--- src/hdl/spe_pkg.sv ---
// Shared constants for the sinusoidal position encoder.
`default_nettype none
package spe_pkg;
  localparam int unsigned DEF_MAX_EMBED     = 1024;
  localparam int unsigned DEF_POS_BITS      = 16;
  localparam int unsigned DEF_OUT_FRAC_BITS = 15;
  localparam int unsigned CFG_W             = 11;
  localparam int unsigned K_W               = 9;
  localparam int unsigned SUM_W             = 36;
  localparam int unsigned EXP_TERMS         = 13;
  localparam int unsigned TRIG_STEPS        = 6;
  localparam int unsigned DIV_BITS_PER_STG  = 4;

  localparam logic [CFG_W-1:0] CFG_RESET = 11'd512;
  localparam logic [31:0] L2T   = 32'd3566893132;
  localparam logic [31:0] LN2   = 32'hB17217F8;
  localparam logic [31:0] KH    = 32'h28BE60DB;
  localparam logic [31:0] KL    = 32'h9391054A;
  localparam logic [32:0] HPI   = 33'h1_921F_B544;
  localparam logic [32:0] ONE32 = 33'h1_0000_0000;
endpackage
`default_nettype wire

--- src/hdl/spe_taylor_step.sv ---
// One series term: multiply, divide by a constant, accumulate (DIV of zero passes term and sum through); three stages.
`default_nettype none
module spe_taylor_step #(
  parameter int unsigned DIV    = 2,
  parameter bit          NEG    = 1'b0,
  parameter int unsigned SIDE_W = 1
) (
  input  logic                               clk,
  input  logic                               rst_n,
  input  logic                               en,
  input  logic                               v_in,
  input  logic [31:0]                        term_in,
  input  logic [31:0]                        op_in,
  input  logic signed [spe_pkg::SUM_W-1:0]   sum_in,
  input  logic [SIDE_W-1:0]                  side_in,
  output logic                               v_out,
  output logic [31:0]                        term_out,
  output logic [31:0]                        op_out,
  output logic signed [spe_pkg::SUM_W-1:0]   sum_out,
  output logic [SIDE_W-1:0]                  side_out
);
  import spe_pkg::*;
  localparam bit          BYPASS = (DIV == 0);
  localparam logic [63:0] RECIP64 = (64'd1 << 32) / ((DIV == 0) ? 64'd1 : 64'(DIV));
  localparam logic [31:0] RECIP = RECIP64[31:0];
  localparam logic [31:0] DIV_W = 32'(DIV);

  logic              va_r, vb_r, vc_r;
  logic [31:0]       xa_r, opa_r, q0b_r, xb_r, opb_r, termc_r, opc_r;
  logic signed [SUM_W-1:0] suma_r, sumb_r, sumc_r;
  logic [SIDE_W-1:0] sidea_r, sideb_r, sidec_r;

  logic [63:0]       prod_a, prod_b;
  logic [31:0]       xa_nxt, rem_c, q_c, termc_nxt;
  logic signed [SUM_W-1:0] qs_c, sumc_nxt;

  always_comb begin
    prod_a    = {32'b0, term_in} * {32'b0, op_in};
    xa_nxt    = BYPASS ? term_in : prod_a[63:32];
    prod_b    = {32'b0, xa_r} * {32'b0, RECIP};
    rem_c     = xb_r - 32'(q0b_r * DIV_W);
    q_c       = (rem_c >= DIV_W) ? q0b_r + 32'd1 : q0b_r;
    qs_c      = $signed({{(SUM_W-32){1'b0}}, q_c});
    termc_nxt = BYPASS ? xb_r : q_c;
    if (BYPASS) begin
      sumc_nxt = sumb_r;
    end else if (NEG) begin
      sumc_nxt = sumb_r - qs_c;
    end else begin
      sumc_nxt = sumb_r + qs_c;
    end
  end

  always_ff @(posedge clk) begin
    if (!rst_n) begin
      va_r <= 1'b0;
      vb_r <= 1'b0;
      vc_r <= 1'b0;
    end else if (en) begin
      va_r <= v_in;
      vb_r <= va_r;
      vc_r <= vb_r;
    end
  end

  always_ff @(posedge clk) begin
    if (en) begin
      xa_r    <= xa_nxt;
      opa_r   <= op_in;
      suma_r  <= sum_in;
      sidea_r <= side_in;
      q0b_r   <= prod_b[63:32];
      xb_r    <= xa_r;
      opb_r   <= opa_r;
      sumb_r  <= suma_r;
      sideb_r <= sidea_r;
      termc_r <= termc_nxt;
      opc_r   <= opb_r;
      sumc_r  <= sumc_nxt;
      sidec_r <= sideb_r;
    end
  end

  assign v_out    = vc_r;
  assign term_out = termc_r;
  assign op_out   = opc_r;
  assign sum_out  = sumc_r;
  assign side_out = sidec_r;
endmodule
`default_nettype wire

--- config.mk ---
export PLATFORM = sky130hd
export DESIGN_NAME = spe_taylor_step
export DESIGN_NICKNAME = d
export VERILOG_FILES = /design/src/hdl/spe_pkg.sv /design/src/hdl/spe_taylor_step.sv
export SDC_FILE = /design/constraint.sdc
export NUM_CORES = 2
export LEC_CHECK = 0
export ABC_CLOCK_PERIOD_IN_PS = 16100
export BUFFER_PORTS_ARGS = -buffer_cell sky130_fd_sc_hd__buf_2
export CAP_MARGIN = 10
export CORE_MARGIN = 1.5
export CORE_UTILIZATION = 30
export CTS_CLUSTER_SIZE = 25
export DETAILED_ROUTE_END_ITERATION = 8
export PLACE_DENSITY = 0.56
export SLEW_MARGIN = 40
export SYNTH_ARGS = -nofsm -noshare
export SYNTH_HDL_FRONTEND = slang
export SYNTH_SLANG_ARGS = --single-unit
--- constraint.sdc ---
create_clock -name clk -period 16.1 [get_ports clk]
set_clock_uncertainty 0.2 [all_clocks]
set_input_delay 3.22 -clock clk [delete_from_list [all_inputs] [get_ports clk]]
set_output_delay 3.22 -clock clk [all_outputs]
set_load 0.01 [all_outputs]
Yosys cells after proc, flatten, opt, wreduce, memory -nomap -nowiden

Cells that the tools add are included.

$lt $le $gt $ge: 1
Add/subtract/negate cells: 3
Muxes and demuxes: 1
$mul: 1

Operators with widths:

| operator                                             | count |
|---|---|
| multiplier 32 x 32 -> 64 bit                         | 1 |
| adder 36 x 33 -> 36 bit                              | 1 |
| adder 31 x 1 -> 32 bit, second input constant        | 1 |
| >= comparator 32 x 2 -> 1 bit, second input constant | 1 |
| two-way mux 32 bit                                   | 1 |
| subtractor 32 bit                                    | 1 |

Logic and storage cells: 22
Input port bits: 105
Bits in registers: 337
Output and inout bits: 102

Depth between registers and ports, before layout

Depth after elaboration: 4
Depth in mapped cells: 25
Depth with buffers taken out: 24

Least setup slack after synthesis

Ideal clock, no wire load.

Kind: in2reg
From: in op_in[8]
To: reg xa_r[16] (data pin)
Buffers on the path: 1
Path slack: 6.043 ns
Setup time: 0.261 ns
Cell stages on the path: 21
Required time: 15.639 ns
Data arrival time: 9.596 ns
Cells stage by stage: clkbuf_1 -> and2_1 -> fa_1 -> fa_1 -> inv_1 -> fa_1 -> fa_1 -> fa_1 -> inv_1 -> fa_1 -> fa_1 -> fa_1 -> ha_1 -> a21o_1 -> a21o_1 -> a2111o_1 -> nor4b_1 -> a211o_1 -> a41o_1 -> a311o_1 -> xor2_1

Word-level cells in the longest chain between the ends: 1

Ends and longest elaborated chain:

| element                      | line                  | RTL |
|---|---|---|
| start: declaration           | spe_taylor_step.sv:13 | `input logic [31:0] op_in,` |
| multiplier 32 x 32 -> 64 bit | spe_taylor_step.sv:38 | `prod_a = {32'b0, term_in} * {32'b0, op_in};` |
| via prod_a[48]               | spe_taylor_step.sv:33 | `logic [63:0] prod_a, prod_b;` |
| end signal: assignment       | spe_taylor_step.sv:68 | `xa_r <= xa_nxt;` |
| end: declaration             | spe_taylor_step.sv:29 | `logic [31:0] xa_r, opa_r, q0b_r, xb_r, opb_r, termc_r, opc_r;` |

The timed path passes the listed nets, and every way through them passes these cells.
A chain may end at the register's enable or synchronous reset.

Worst setup path in the final report

From: in term_in[21]
To: reg xa_r[26] (data pin)

Word-level cells in the longest chain between the ends: 1

Ends and longest elaborated chain:

| element                      | line                  | RTL |
|---|---|---|
| start: declaration           | spe_taylor_step.sv:12 | `input logic [31:0] term_in,` |
| multiplier 32 x 32 -> 64 bit | spe_taylor_step.sv:38 |  |
| via prod_a[58]               | spe_taylor_step.sv:33 |  |

The timed path passes the listed nets, and every way through them passes these cells.

==> impl_metrics.env <==
export IMPL_status="finished, violations left"
export IMPL_violations="DRC"
export IMPL_cpMostUsedCell="fa_1"
export IMPL_syn_cell_area_um2=43400
export IMPL_r2r_start="xb_r[1]$_DFFE_PP_"
export IMPL_hold_viol_final=0
export IMPL_numPortBuffers=205
export IMPL_fin_hold_ws_ns=0.191
export IMPL_cts_sinks=303
export IMPL_place_area_um2=46200
export IMPL_worst_pin_slew_ns=0.885
export IMPL_dieArea_um2=147000
export IMPL_vias=28480
export IMPL_dp_hpwl_mm=91.1
export IMPL_wire_per_inst_um=19.3
export IMPL_rsz0062_at_grt="no"
export IMPL_routed_via_density=4.65
export IMPL_rows=139
export IMPL_grt_met2_usage_pct=26.1
export IMPL_initial_core_util_pct=30.2
export IMPL_slew_headroom_pct=41.0
export IMPL_clock_root_buffer="clkbuf_16"
export IMPL_drt_iter0_drc=1808
export IMPL_async_reset_ff_share_pct=0
export IMPL_htreeDepth=2
export IMPL_r2r_end="sum_out[32]$_DFFE_PP_"
export IMPL_critPathLaunchType="primary input"
export IMPL_yosysTopAreaCellShare_pct=41.3
export IMPL_cts_buffer_depth=3
export IMPL_worstPathArrival_ns=10.98
export IMPL_design_core_area_um2=144000
export IMPL_crit_slowest_cell="buf_2"
export IMPL_drt_total_wl_mm=118
export IMPL_busiest_layer="met2"
export IMPL_grt_use_met3_pct=3.19
export IMPL_synthCells=4130
export IMPL_ys_seq_area_share_pct=20.9
export IMPL_synth_area_leader_cell="fa_1"
export IMPL_syn_num_nets=5422
export IMPL_nets=5483
export IMPL_synth_edf_count=300
export IMPL_critPathMaxStageDelay_ns=0.64
export IMPL_yosys_warnings=0
export IMPL_drt_pass1_iterations=8
export IMPL_clkSlewWorstSetupHoldPaths_ns=0.06
export IMPL_detail_route_antenna_nets=0
export IMPL_layout_drive_gt1_share_pct=7.02
export IMPL_crit_chain="buf_2 > nand2_1 > fa_1 > fa_1 > fa_1 > fa_1 > inv_1 > fa_1 > fa_1 > fa_1 > fa_1 > ha_1 > nand4_1 > nor3_1 > o2111ai_1 > a31oi_1 > o211ai_2 > a311oi_2 > nor2_1 > a311oi_1"
export IMPL_grt_pass1_wl_mm=186
export IMPL_r2r_slack_ns=12.52
export IMPL_fillCellCount=14615
export IMPL_fin_crit_ns=10.79
export IMPL_holdPathEnd="op_out[11]$_DFFE_PP_"
export IMPL_gr_usage_all_layers_pct=16.4
export IMPL_holdBufCountCts=0
export IMPL_post_cts_buffers=0
export IMPL_antenna_found_initial=19
export IMPL_hold_path_class="flop to flop"
export IMPL_final_setup_viol_count=0
export IMPL_gp_congestion=0.870
export IMPL_grt_pass1_vias=31047
export IMPL_fmax_mhz=92.6
export IMPL_avgSynthCellArea_um2=10.5
export IMPL_yosysMostFrequentCell="inv_1"
export IMPL_cp_required_ns=16.28
export IMPL_finalNonFillerCells=6123
export IMPL_synth_commonest_cells="inv_1 (897), fa_1 (896), and2_1 (621)"
export IMPL_synthTopCellsByArea="fa_1 (41%), edfxtp_1 (21%), and2_1 (8.9%), ha_1 (8.4%), inv_1 (7.8%)"
export IMPL_r2r_cells=11
export IMPL_hold_start="opb_r[11]$_DFFE_PP_"
export IMPL_grt_max_degree=89
export IMPL_synth_ff_type="edfxtp_1"
export IMPL_ios=207
export IMPL_cts_buffers=34
export IMPL_cts_tree="yes"
export IMPL_fin_area_um2=47500
export IMPL_cp_end_kind="flop"
export IMPL_cap_violations=0
export IMPL_fin_tns_setup_ns=0
export IMPL_timing_final_crit_share_pct=67.0
export IMPL_whs_path_depth=0
export IMPL_die_w_um=383
export IMPL_die_y_um=383
export IMPL_grt_ovfl_total=0
export IMPL_criticalPathCategory="primary input to flop"
export IMPL_synth_distinct_cells=67
export IMPL_grtUsageMet1_pct=23.0
export IMPL_ys_seq_elements=303
export IMPL_worstSkewPairLatency_ns=0.56
export IMPL_dp_cells=6056
export IMPL_crit_start="term_in[21]"
export IMPL_drc=50
export IMPL_drv_slew=0
export IMPL_critPathMaxFanout=32
export IMPL_synthToLayoutAreaGrowth_pct=9.35
export IMPL_cts_resized=0
-- worst max path at each step --
| stage | cells past startpoint | slack [ns] | end |
|---|---|---|---|
| finish | 20 | 5.31 | xa_r[26]$_DFFE_PP_ |
| detailed placement | 20 | 4.71 | xa_r[26]$_DFFE_PP_ |
| floorplan | 21 | 6.04 | xa_r[16]$_DFFE_PP_ |
| global placement | 21 | 4.61 | xa_r[23]$_DFFE_PP_ |
| global route | 20 | 4.96 | xa_r[26]$_DFFE_PP_ |
| CTS | 20 | 5.32 | xa_r[26]$_DFFE_PP_ |
-- cell families after synthesis --
family / count (synthesis) / share of synthesized area, %
xor gates and xnor gates: 67 / 1.35
DFF: 303 / 20.9
and+or+nand+nor: 1217 / 14.6
buffers and inverters: 1095 / 9.48
other: 1 / 0.00864
muxes: 3 / 0.0691
AOI/OAI and AO/OA: 257 / 3.94
adders and majority gates: 1187 / 49.7
-- final cells by class --
class / instances / area [um^2] / area share (%)
multi-input cells: 2732 / 30200 / 63.7
repair buffers: 223 / 1250 / 2.64
flip-flops and latches: 303 / 9070 / 19.1
diodes: 4 / 10.0 / 0.0211
well taps: 1903 / 2380 / 5.01
clock buffers: 37 / 862 / 1.82
inverters: 897 / 3370 / 7.09
clock inverters: 24 / 298 / 0.627
-- metal layers --
| metal | up-vias | share of wire (%) |
|---|---|---|
| met2 | 846 | 46 |
| li1 | 12558 | - |
| met4 | 28 | 2.0 |
| met1 | 14901 | 45 |
| met3 | 147 | 7.1 |
| met5 | - | 0.14 |
-- layout by cell type (no fill, tap or decap), types with 5 or more instances in the layout --
| cell | n |
|---|---|
| a211oi_1 | 7 |
| a21o_1 | 36 |
| a21oi_1 | 77 |
| a31oi_1 | 11 |
| a41oi_1 | 8 |
| and2_1 | 621 |
| and3_1 | 11 |
| buf_2 | 192 |
| buf_4 | 25 |
| clkbuf_16 | 34 |
| edfxtp_1 | 300 |
| fa_1 | 896 |
| ha_1 | 291 |
| inv_1 | 897 |
| inv_6 | 6 |
| nand2_1 | 462 |
| nand2b_1 | 9 |
| nand3_1 | 19 |
| nand4_1 | 19 |
| nor2_1 | 41 |
| nor2b_1 | 8 |
| nor3_1 | 10 |
| o211ai_1 | 8 |
| o21a_1 | 5 |
| o21ai_0 | 40 |
| o21bai_1 | 13 |
| o31ai_1 | 7 |
| xnor2_1 | 49 |
| xor2_1 | 18 |
-- worst max-delay path: cells and delay by family --
kind | cells | cell delay, ns
buffers and inverters | 2 | 0.69
AOI/OAI and AO/OA | 5 | 1.67
adders and majority gates | 9 | 4.50
and+or+nand+nor | 4 | 0.82
-- per-stage QoR --
stage	util, %	setup WS [ns]
6_report	33.1	5.31
5_1_grt	33.1	4.96
4_1_cts	33.0	5.32
3_5_place_dp	32.2	4.71
3_3_place_gp	32.2	4.61
2_1_floorplan	-	6.04
-- flip-flops by register name, indices dropped and copies added (netlist names) --
| name | count |
|---|---|
| sum_out | 36 |
| suma_r | 36 |
| sumb_r | 36 |
| op_out | 32 |
| opa_r | 32 |
| opb_r | 32 |
| term_out | 31 |
| xa_r | 31 |
| xb_r | 31 |
| side_out | 1 |
| sidea_r | 1 |
| sideb_r | 1 |
| v_out | 1 |
| va_r | 1 |
| vb_r | 1 |
Power is not shown: default switching activity piles up to over one toggle a cycle in this logic, so the estimate is an artifact.
