--- src/hdl/spe_pkg.sv ---
// Shared constants for the sinusoidal position encoder.
`default_nettype none
package spe_pkg;
  localparam int unsigned DEF_MAX_EMBED     = 1024;
  localparam int unsigned DEF_POS_BITS      = 16;
  localparam int unsigned DEF_OUT_FRAC_BITS = 15;
  localparam int unsigned CFG_W             = 11;
  localparam int unsigned K_W               = 9;
  localparam int unsigned SUM_W             = 36;
  localparam int unsigned EXP_TERMS         = 13;
  localparam int unsigned TRIG_STEPS        = 6;
  localparam int unsigned DIV_BITS_PER_STG  = 4;

  localparam logic [CFG_W-1:0] CFG_RESET = 11'd512;
  localparam logic [31:0] L2T   = 32'd3566893132;
  localparam logic [31:0] LN2   = 32'hB17217F8;
  localparam logic [31:0] KH    = 32'h28BE60DB;
  localparam logic [31:0] KL    = 32'h9391054A;
  localparam logic [32:0] HPI   = 33'h1_921F_B544;
  localparam logic [32:0] ONE32 = 33'h1_0000_0000;
endpackage
`default_nettype wire

--- src/hdl/spe_divider.sv ---
// Pipelined restoring divider giving a 32-bit fraction quotient num/den.
`default_nettype none
module spe_divider #(
  parameter int unsigned DW     = 11,
  parameter int unsigned SIDE_W = 1
) (
  input  logic              clk,
  input  logic              rst_n,
  input  logic              en,
  input  logic              v_in,
  input  logic [DW-1:0]     num,
  input  logic [DW-1:0]     den,
  input  logic [SIDE_W-1:0] side_in,
  output logic              v_out,
  output logic [31:0]       quo,
  output logic [SIDE_W-1:0] side_out
);
  import spe_pkg::*;
  localparam int unsigned BPS = DIV_BITS_PER_STG;
  localparam int unsigned NST = 32 / BPS;

  logic              v_a    [0:NST];
  logic [DW-1:0]     rem_a  [0:NST];
  logic [31:0]       quo_a  [0:NST];
  logic [SIDE_W-1:0] side_a [0:NST];

  assign v_a[0]    = v_in;
  assign rem_a[0]  = num;
  assign quo_a[0]  = '0;
  assign side_a[0] = side_in;

  for (genvar s = 0; s < NST; s++) begin : g_stg
    logic [DW-1:0] rem_c;
    logic [31:0]   quo_c;
    logic          v_r;
    logic [DW-1:0] rem_r;
    logic [31:0]   quo_r;
    logic [SIDE_W-1:0] side_r;

    always_comb begin
      logic [DW:0] sh;
      rem_c = rem_a[s];
      quo_c = quo_a[s];
      for (int b = 0; b < BPS; b++) begin
        sh = {rem_c, 1'b0};
        if (sh >= {1'b0, den}) begin
          rem_c = DW'(sh - {1'b0, den});
          quo_c = {quo_c[30:0], 1'b1};
        end else begin
          rem_c = DW'(sh);
          quo_c = {quo_c[30:0], 1'b0};
        end
      end
    end

    always_ff @(posedge clk) begin
      if (!rst_n) begin
        v_r <= 1'b0;
      end else if (en) begin
        v_r <= v_a[s];
      end
    end

    always_ff @(posedge clk) begin
      if (en) begin
        rem_r  <= rem_c;
        quo_r  <= quo_c;
        side_r <= side_a[s];
      end
    end

    assign v_a[s+1]    = v_r;
    assign rem_a[s+1]  = rem_r;
    assign quo_a[s+1]  = quo_r;
    assign side_a[s+1] = side_r;
  end

  assign v_out    = v_a[NST];
  assign quo      = quo_a[NST];
  assign side_out = side_a[NST];
endmodule
`default_nettype wire

--- config.mk ---
export PLATFORM = sky130hd
export DESIGN_NAME = spe_divider
export DESIGN_NICKNAME = d
export VERILOG_FILES = /design/src/hdl/spe_pkg.sv /design/src/hdl/spe_divider.sv
export SDC_FILE = /design/constraint.sdc
export NUM_CORES = 1
export LEC_CHECK = 0
export ABC_AREA = 1
export BUFFER_PORTS_ARGS = -buffer_cell sky130_fd_sc_hd__buf_2
export CAP_MARGIN = 20
export CORE_AREA = 8 8 239 241
export DETAILED_ROUTE_END_ITERATION = 8
export DIE_AREA = 0 0 247 249
export PLACE_DENSITY = 0.77
export SETUP_SLACK_MARGIN = 0.1
export SYNTH_ARGS = -nofsm -noshare
export SYNTH_HDL_FRONTEND = slang
export SYNTH_SLANG_ARGS = --single-unit
export TNS_END_PERCENT = 100
--- constraint.sdc ---
create_clock -name clk -period 10.7 [get_ports clk]
set_clock_uncertainty 0.15 [all_clocks]
set_input_delay 3.21 -clock clk [delete_from_list [all_inputs] [get_ports clk]]
set_output_delay 3.21 -clock clk [all_outputs]
set_load 0.02 [all_outputs]
* Word-level counts from Yosys, hierarchy flattened *
Index checks and enable logic that the tools add are counted.
W data, S select, Z words.

operators by class
  add/subtract/negate cells = 31
  multipliers = 0
  div/mod/pow operators = 0
  order comparisons = 32
  equal/unequal tests = 0
  shift-type cells = 0
  mux-type cells = 63
  bitwise logic cells = 0
  reductions and logical operators = 0

operator list
  operator          number
  $ge A12 B11 Y1    32
  $mux W11          31
  $sub A11 B11 Y11  31
  $mux W1           32

word-level totals
  bits in registers = 237
  bits in latches = 0
  RAM bits = 0
  ROM bits = 0
  output and inout bits = 34
  logic and storage cells = 164
  memories = 0

* Logic depth before layout (Yosys ltp) *
  word-level depth = 8
  mapped depth = 56
  mapped depth without buffers = 49

* Worst setup path after synthesis *
No wires, ideal clock.

  path kind = input -> register
  start = input den[0]
  end = register g_stg[4].rem_r[3] (data pin)
  library setup time = 252 ps
  arrival = 9,878 ps
  required time = 10,298 ps
  path slack = 420 ps
  stages = 52
  buffers on the path = 12
  cells stage by stage = buf_4 > inv_2 > buf_2 > buf_2 > buf_2 > buf_2 > buf_2 > ha_1 > inv_1 > nor2_1 > nand3_1 > nand3_1 > buf_2 > inv_1 > buf_2 > nand2_1 > o21ai_1 > ha_1 > [16 not listed] > a21oi_2 > nand3_4 > inv_2 > buf_4 > nand2_1 > o21ai_1 > ha_1 > a21oi_1 > nand2_1 > nand2_1 > nand2_1 > a21oi_1 > o21bai_1 > a21oi_1 > nand3_1 > buf_2 > nand2_1 > nand2_1

between the ends
  cells in the longest elaborated chain, start to end = 8
  elaborated cells on any way between the ends = 12
  classes of those cells = add/sub: 4; order compare: 4; mux: 4

RTL lines
  what                                                RTL line                              source
  start, declared                                     spe_divider.sv:12                     input logic [DW-1:0] den,
  $sub A11 B11 Y11 or $ge A12 B11 Y1 (tied branches)  spe_divider.sv:47, spe_divider.sv:46
  $mux W11                                            spe_divider.sv:46                     if (sh >= {1'b0, den}) begin
  $sub A11 B11 Y11 or $ge A12 B11 Y1 (tied branches)  spe_divider.sv:47, spe_divider.sv:46
  $mux W11                                            spe_divider.sv:46
  $sub A11 B11 Y11 or $ge A12 B11 Y1 (tied branches)  spe_divider.sv:47, spe_divider.sv:46
  $mux W11                                            spe_divider.sv:46
  $sub A11 B11 Y11 or $ge A12 B11 Y1 (tied branches)  spe_divider.sv:47, spe_divider.sv:46
  $mux W11 *                                          spe_divider.sv:46
  named net g_stg[4].rem_c[3]                         spe_divider.sv:33                     logic [DW-1:0] rem_c;
  end signal, assigned                                spe_divider.sv:66                     rem_r <= rem_c;
  end, declared                                       spe_divider.sv:36                     logic [DW-1:0] rem_r;

Mark *: on every way through the listed nets, which the timed path passes. The rest lies on a longest branch.
A chain may end at the register's enable or synchronous reset.

* Worst setup path in the final report *
  start = input den[3]
  end = register g_stg[4].rem_r[1] (data pin)

between the ends
  cells in the longest elaborated chain, start to end = 8
  elaborated cells on any way between the ends = 12
  classes of those cells = add/sub: 4; order compare: 4; mux: 4

RTL lines
  what                                                RTL line
  $sub A11 B11 Y11 or $ge A12 B11 Y1 (tied branches)  spe_divider.sv:47, spe_divider.sv:46
  $mux W11                                            spe_divider.sv:46
  $sub A11 B11 Y11 or $ge A12 B11 Y1 (tied branches)  spe_divider.sv:47, spe_divider.sv:46
  $mux W11                                            spe_divider.sv:46
  $ge A12 B11 Y1 or $sub A11 B11 Y11 (tied branches)  spe_divider.sv:46, spe_divider.sv:47
  $mux W11                                            spe_divider.sv:46
  $sub A11 B11 Y11 or $ge A12 B11 Y1 (tied branches)  spe_divider.sv:47, spe_divider.sv:46
  $mux W11 *                                          spe_divider.sv:46
  named net g_stg[4].rem_c[1]                         spe_divider.sv:33

Marks and branches as above.

==> impl.org <==
** Routing
- Starting DRC count in detailed routing :: 1865
- Once detail routing completed, the nets flagged for antenna violations numbered 0.
- Total wirelength of the detailed-routed design :: ~70 mm
- Routed wirelength normalized by instance count :: ~15 um
- For this run, design rule violations remaining after detail routing come to 0.
- The first TritonRoute pass finished after 5 iterations.
- Summing over every cut layer, the via total after detailed routing is ~25k.
- Using the TritonRoute via totals, the vias-per-cell ratio works out to between 5 and 6.

** Synthesis
- Counting flops and latches in the post-synthesis netlist gives 237.
- Predominant post-synthesis flop cell :: sky130_fd_sc_hd__edfxtp_1
- The share of the Yosys chip area taken by registers is 0.266.
- Ranked by instance count, the synthesized netlist is headed by sky130_fd_sc_hd__nand2_1, sky130_fd_sc_hd__inv_1, sky130_fd_sc_hd__ha_1.
- Top cells by area in the synthesized netlist :: sky130_fd_sc_hd__edfxtp_1, sky130_fd_sc_hd__ha_1, sky130_fd_sc_hd__nand2_1
- Post-synth ARST share :: 0
- Post-Syn Area :: around 0.026 mm^2
- Library cell with the highest instance count after synthesis :: sky130_fd_sc_hd__nand2_1
- Area fraction of the dominant cell type after synthesis :: 0.260
- Count of warnings emitted by yosys :: 0
- Post-synthesis instance total :: 3661
- Net Count, Synth :: a little over 4k
- Unique masters post-synth :: 53
- Number of enable-type register cells in the synthesized netlist :: 229
- A synthesized cell averages slightly above 7 um^2.
- The largest total area in the synthesized netlist belongs to sky130_fd_sc_hd__edfxtp_1.

** STA
- Of the available clock period, the critical path in the final layout requires 0.937.
- Final count of negative-setup-slack endpoints :: 0
- Final critical-path required period :: about 10 ns
- Total count of hold-check failures in the final report :: 0
- For this run, the top clock speed supported by timing is roughly 100 MHz.
- The number of slew-limit violations in the final report was 0.
- Unrepaired setup endpoints after global routing :: no
- Measured against its own limit, the worst slew margin works out to 0.455.
- Worst slew pin tran :: around 0.82 ns

** Hold path
- Worst Hold Class :: flop to flop
- Origin of the worst min-delay path :: g_stg[5].quo_r[4]
- Worst hold path stage count :: 0
- Destination of the worst hold path :: g_stg[6].quo_r[8]

** GRT
- Vias in the first global route :: around 23k
- For met1 alone, demand over resource in global routing was 0.296.
- Met2 Track Usage GR :: 0.360
- Number of antenna violations at the first check in global routing :: 1
- GRT busiest layer :: met2
- Entering global routing, the biggest net connects between 100 and 150 pins.
- The first global-routing pass estimated 113 mm of wire.
- Routing usage on met3 :: 0.0283
- Global-route congestion overflow total :: 0
- For this run, the total global-route usage over all layers was measured as 0.220.

** Floorplan
- Die height :: ~250 um
- In this run the count of I/O pins placed on the die edge is around 60.
- In this run the horizontal extent of the chip is about 250 um.
- Initial core utilization :: 0.496
- The floorplan step defined a die boundary enclosing 0.0615 mm^2.
- Number of rows in the core area :: 85
- The floorplan step defined a core boundary enclosing approximately 0.053 mm^2.

** Clock network
- Skew-Pair Late Insertion Delay :: 0.58 ns
- TritonCTS built the clock tree.
- Sink Count :: roughly 240
- Max H-tree Level :: 1
- After clock tree synthesis, the clock-pin slew on the worst setup and hold paths is about 0.06 ns.
- Total clock buffers created by CTS :: 31
- Buffers inserted to repair hold after CTS numbered 0.
- The clock passes through at most 3 buffers.
- Clock tree synthesis selected as its root buffer the cell sky130_fd_sc_hd__clkbuf_16.

** Final layout
- Of the cells placed in the final design, the portion with a size suffix greater than 1 is 0.0936.
- Post-layout nets :: ~4.2k
- Post-synthesis to final-layout area growth :: 10.6%
- Non-filler cells, final :: 4520
- Design area :: approximately 0.03 mm^2
- Fin util :: 0.548

** Critical path
- R2r setup slk :: between 3 and 4 ns
- Data required time of the critical path :: around 11 ns
- Critical path peak fanout :: 14
- Master of the slowest instance on the critical path :: sky130_fd_sc_hd__o21ai_0
- Number of cell instances on the worst register-to-register path :: 42
- Reg-to-reg critical path startpoint :: g_stg[3].rem_r[4]
- Largest stage delay, worst path :: ~0.37 ns
- Crit Path Class :: primary input to flop
- The worst setup path is captured at a flop.
- Worst setup SP type :: primary input
- The endpoint identified for the worst register-to-register timing path is g_stg[4].rem_r[1].
- Cell repeated most along the worst path :: sky130_fd_sc_hd__nand2_1
- Critical path launch point :: den[3]
- Arrival time of the worst setup path :: 10.33 ns

** Placed design
- Cell area after placement :: roughly 0.028 mm^2
- During placement, the flow inserted port buffers numbering 60.
- The number of placed instances, taps included, is 4460.
- The congestion estimate from routability-driven global placement came to between 0.9 and 1.
- Detailed placement finished with a half-perimeter wire length of roughly 54 mm.

** Flow run
- Max-Cap Viols :: 0

** Status
- Run status :: complete, no violations
## layout make-up
class                   count  area, um^2
diodes                      1        2.50
clock buffers              32         779
clock inverters            23         231
fillers                  5020       24100
inverters                 416        1580
multi-input cells        2951       17500
flip-flops and latches    237        7040
well taps                 696         871
repair buffers            164        1160
## registers in the layout, summed over array words and instances (netlist names)
name          cells
v_out             1
side_out          1
quo              32
g_stg.rem_r      77
g_stg.side_r      7
g_stg.v_r         7
g_stg.quo_r     112
## worst max-delay path by stage
stage                                    end  slack, ns  depth (start not counted)
after floorplan            g_stg[4].rem_r[3]       0.42                         52
after global placement     g_stg[4].rem_r[5]      -0.59                         40
after detailed placement   g_stg[4].rem_r[7]      -0.65                         40
after CTS                  g_stg[4].rem_r[2]       0.21                         42
after global routing      g_stg[2].rem_r[10]       0.12                         44
final                      g_stg[4].rem_r[1]       0.67                         43
## critical path: cells and delay by family
family / cells / cell delay (ns)
fa+ha+maj: 4 / 1.32
compound gates: 10 / 2.20
simple gates: 21 / 2.44
buf+inv: 8 / 1.11
## timing repair
item | 4_1_cts | 5_1_grt
gates resized for setup | 2 | 37
gates cloned | 0 | 0
setup buffers | 0 | 4
pin swaps | 0 | 5
setup endpoints to repair | 12 | 79
## per-stage QoR
| step | TNS [ns] | worst slack [ns] | hold slack (ns) |
|---|---|---|---|
| floorplan | 0 | 0.420 | 0.250 |
| global placement | -6.77 | -0.593 | 0.250 |
| detailed placement | -7.79 | -0.655 | 0.255 |
| CTS | 0 | 0.213 | 0.246 |
| global route | 0 | 0.117 | 0.270 |
| finish | 0 | 0.669 | 0.260 |
## cell usage in the layout, fill, tap and decap left out, types with 8 or more instances in the layout
cell type | Yosys | layout
sky130_fd_sc_hd__edfxtp_1 | 229 | 229
sky130_fd_sc_hd__inv_2 | 20 | 25
sky130_fd_sc_hd__clkbuf_16 | 0 | 31
sky130_fd_sc_hd__dfxtp_1 | 8 | 8
sky130_fd_sc_hd__nand2_1 | 1043 | 1042
sky130_fd_sc_hd__nand2_2 | 10 | 10
sky130_fd_sc_hd__o21bai_1 | 27 | 27
sky130_fd_sc_hd__a21oi_1 | 280 | 277
sky130_fd_sc_hd__inv_1 | 396 | 384
sky130_fd_sc_hd__o21ai_2 | 19 | 19
sky130_fd_sc_hd__o31ai_1 | 15 | 15
sky130_fd_sc_hd__nor2_4 | 10 | 18
sky130_fd_sc_hd__nor2_1 | 277 | 276
sky130_fd_sc_hd__buf_2 | 21 | 58
sky130_fd_sc_hd__a21oi_2 | 7 | 10
sky130_fd_sc_hd__o21ai_0 | 183 | 177
sky130_fd_sc_hd__xnor2_1 | 74 | 74
sky130_fd_sc_hd__ha_1 | 327 | 327
sky130_fd_sc_hd__nand4_1 | 44 | 44
sky130_fd_sc_hd__nand3_2 | 15 | 14
sky130_fd_sc_hd__nand3_1 | 195 | 192
sky130_fd_sc_hd__or2_2 | 11 | 11
sky130_fd_sc_hd__o21ai_1 | 59 | 65
sky130_fd_sc_hd__xor2_1 | 185 | 185
sky130_fd_sc_hd__a31oi_1 | 15 | 15
sky130_fd_sc_hd__o2111ai_1 | 16 | 16
sky130_fd_sc_hd__a21o_1 | 13 | 13
sky130_fd_sc_hd__o21a_1 | 8 | 8
sky130_fd_sc_hd__fa_1 | 8 | 8
sky130_fd_sc_hd__nor3_1 | 43 | 42
sky130_fd_sc_hd__buf_4 | 22 | 100
sky130_fd_sc_hd__or2_1 | 13 | 13
## kinds of logic after synthesis
family | share of synthesized area
buf+inv | 0.0736
simple gates | 0.273
fa+ha+maj | 0.161
xor+xnor | 0.0859
flops | 0.266
compound gates | 0.140
## routing by layer
metal  up-vias  part of all wire
li1      12610                 -
met1     11067              0.46
met4         0             0.032
met2       696              0.45
met5         -                 0
met3       166             0.062
Power is not shown: default switching activity piles up to over one toggle a cycle in this logic, so the estimate is an artifact.
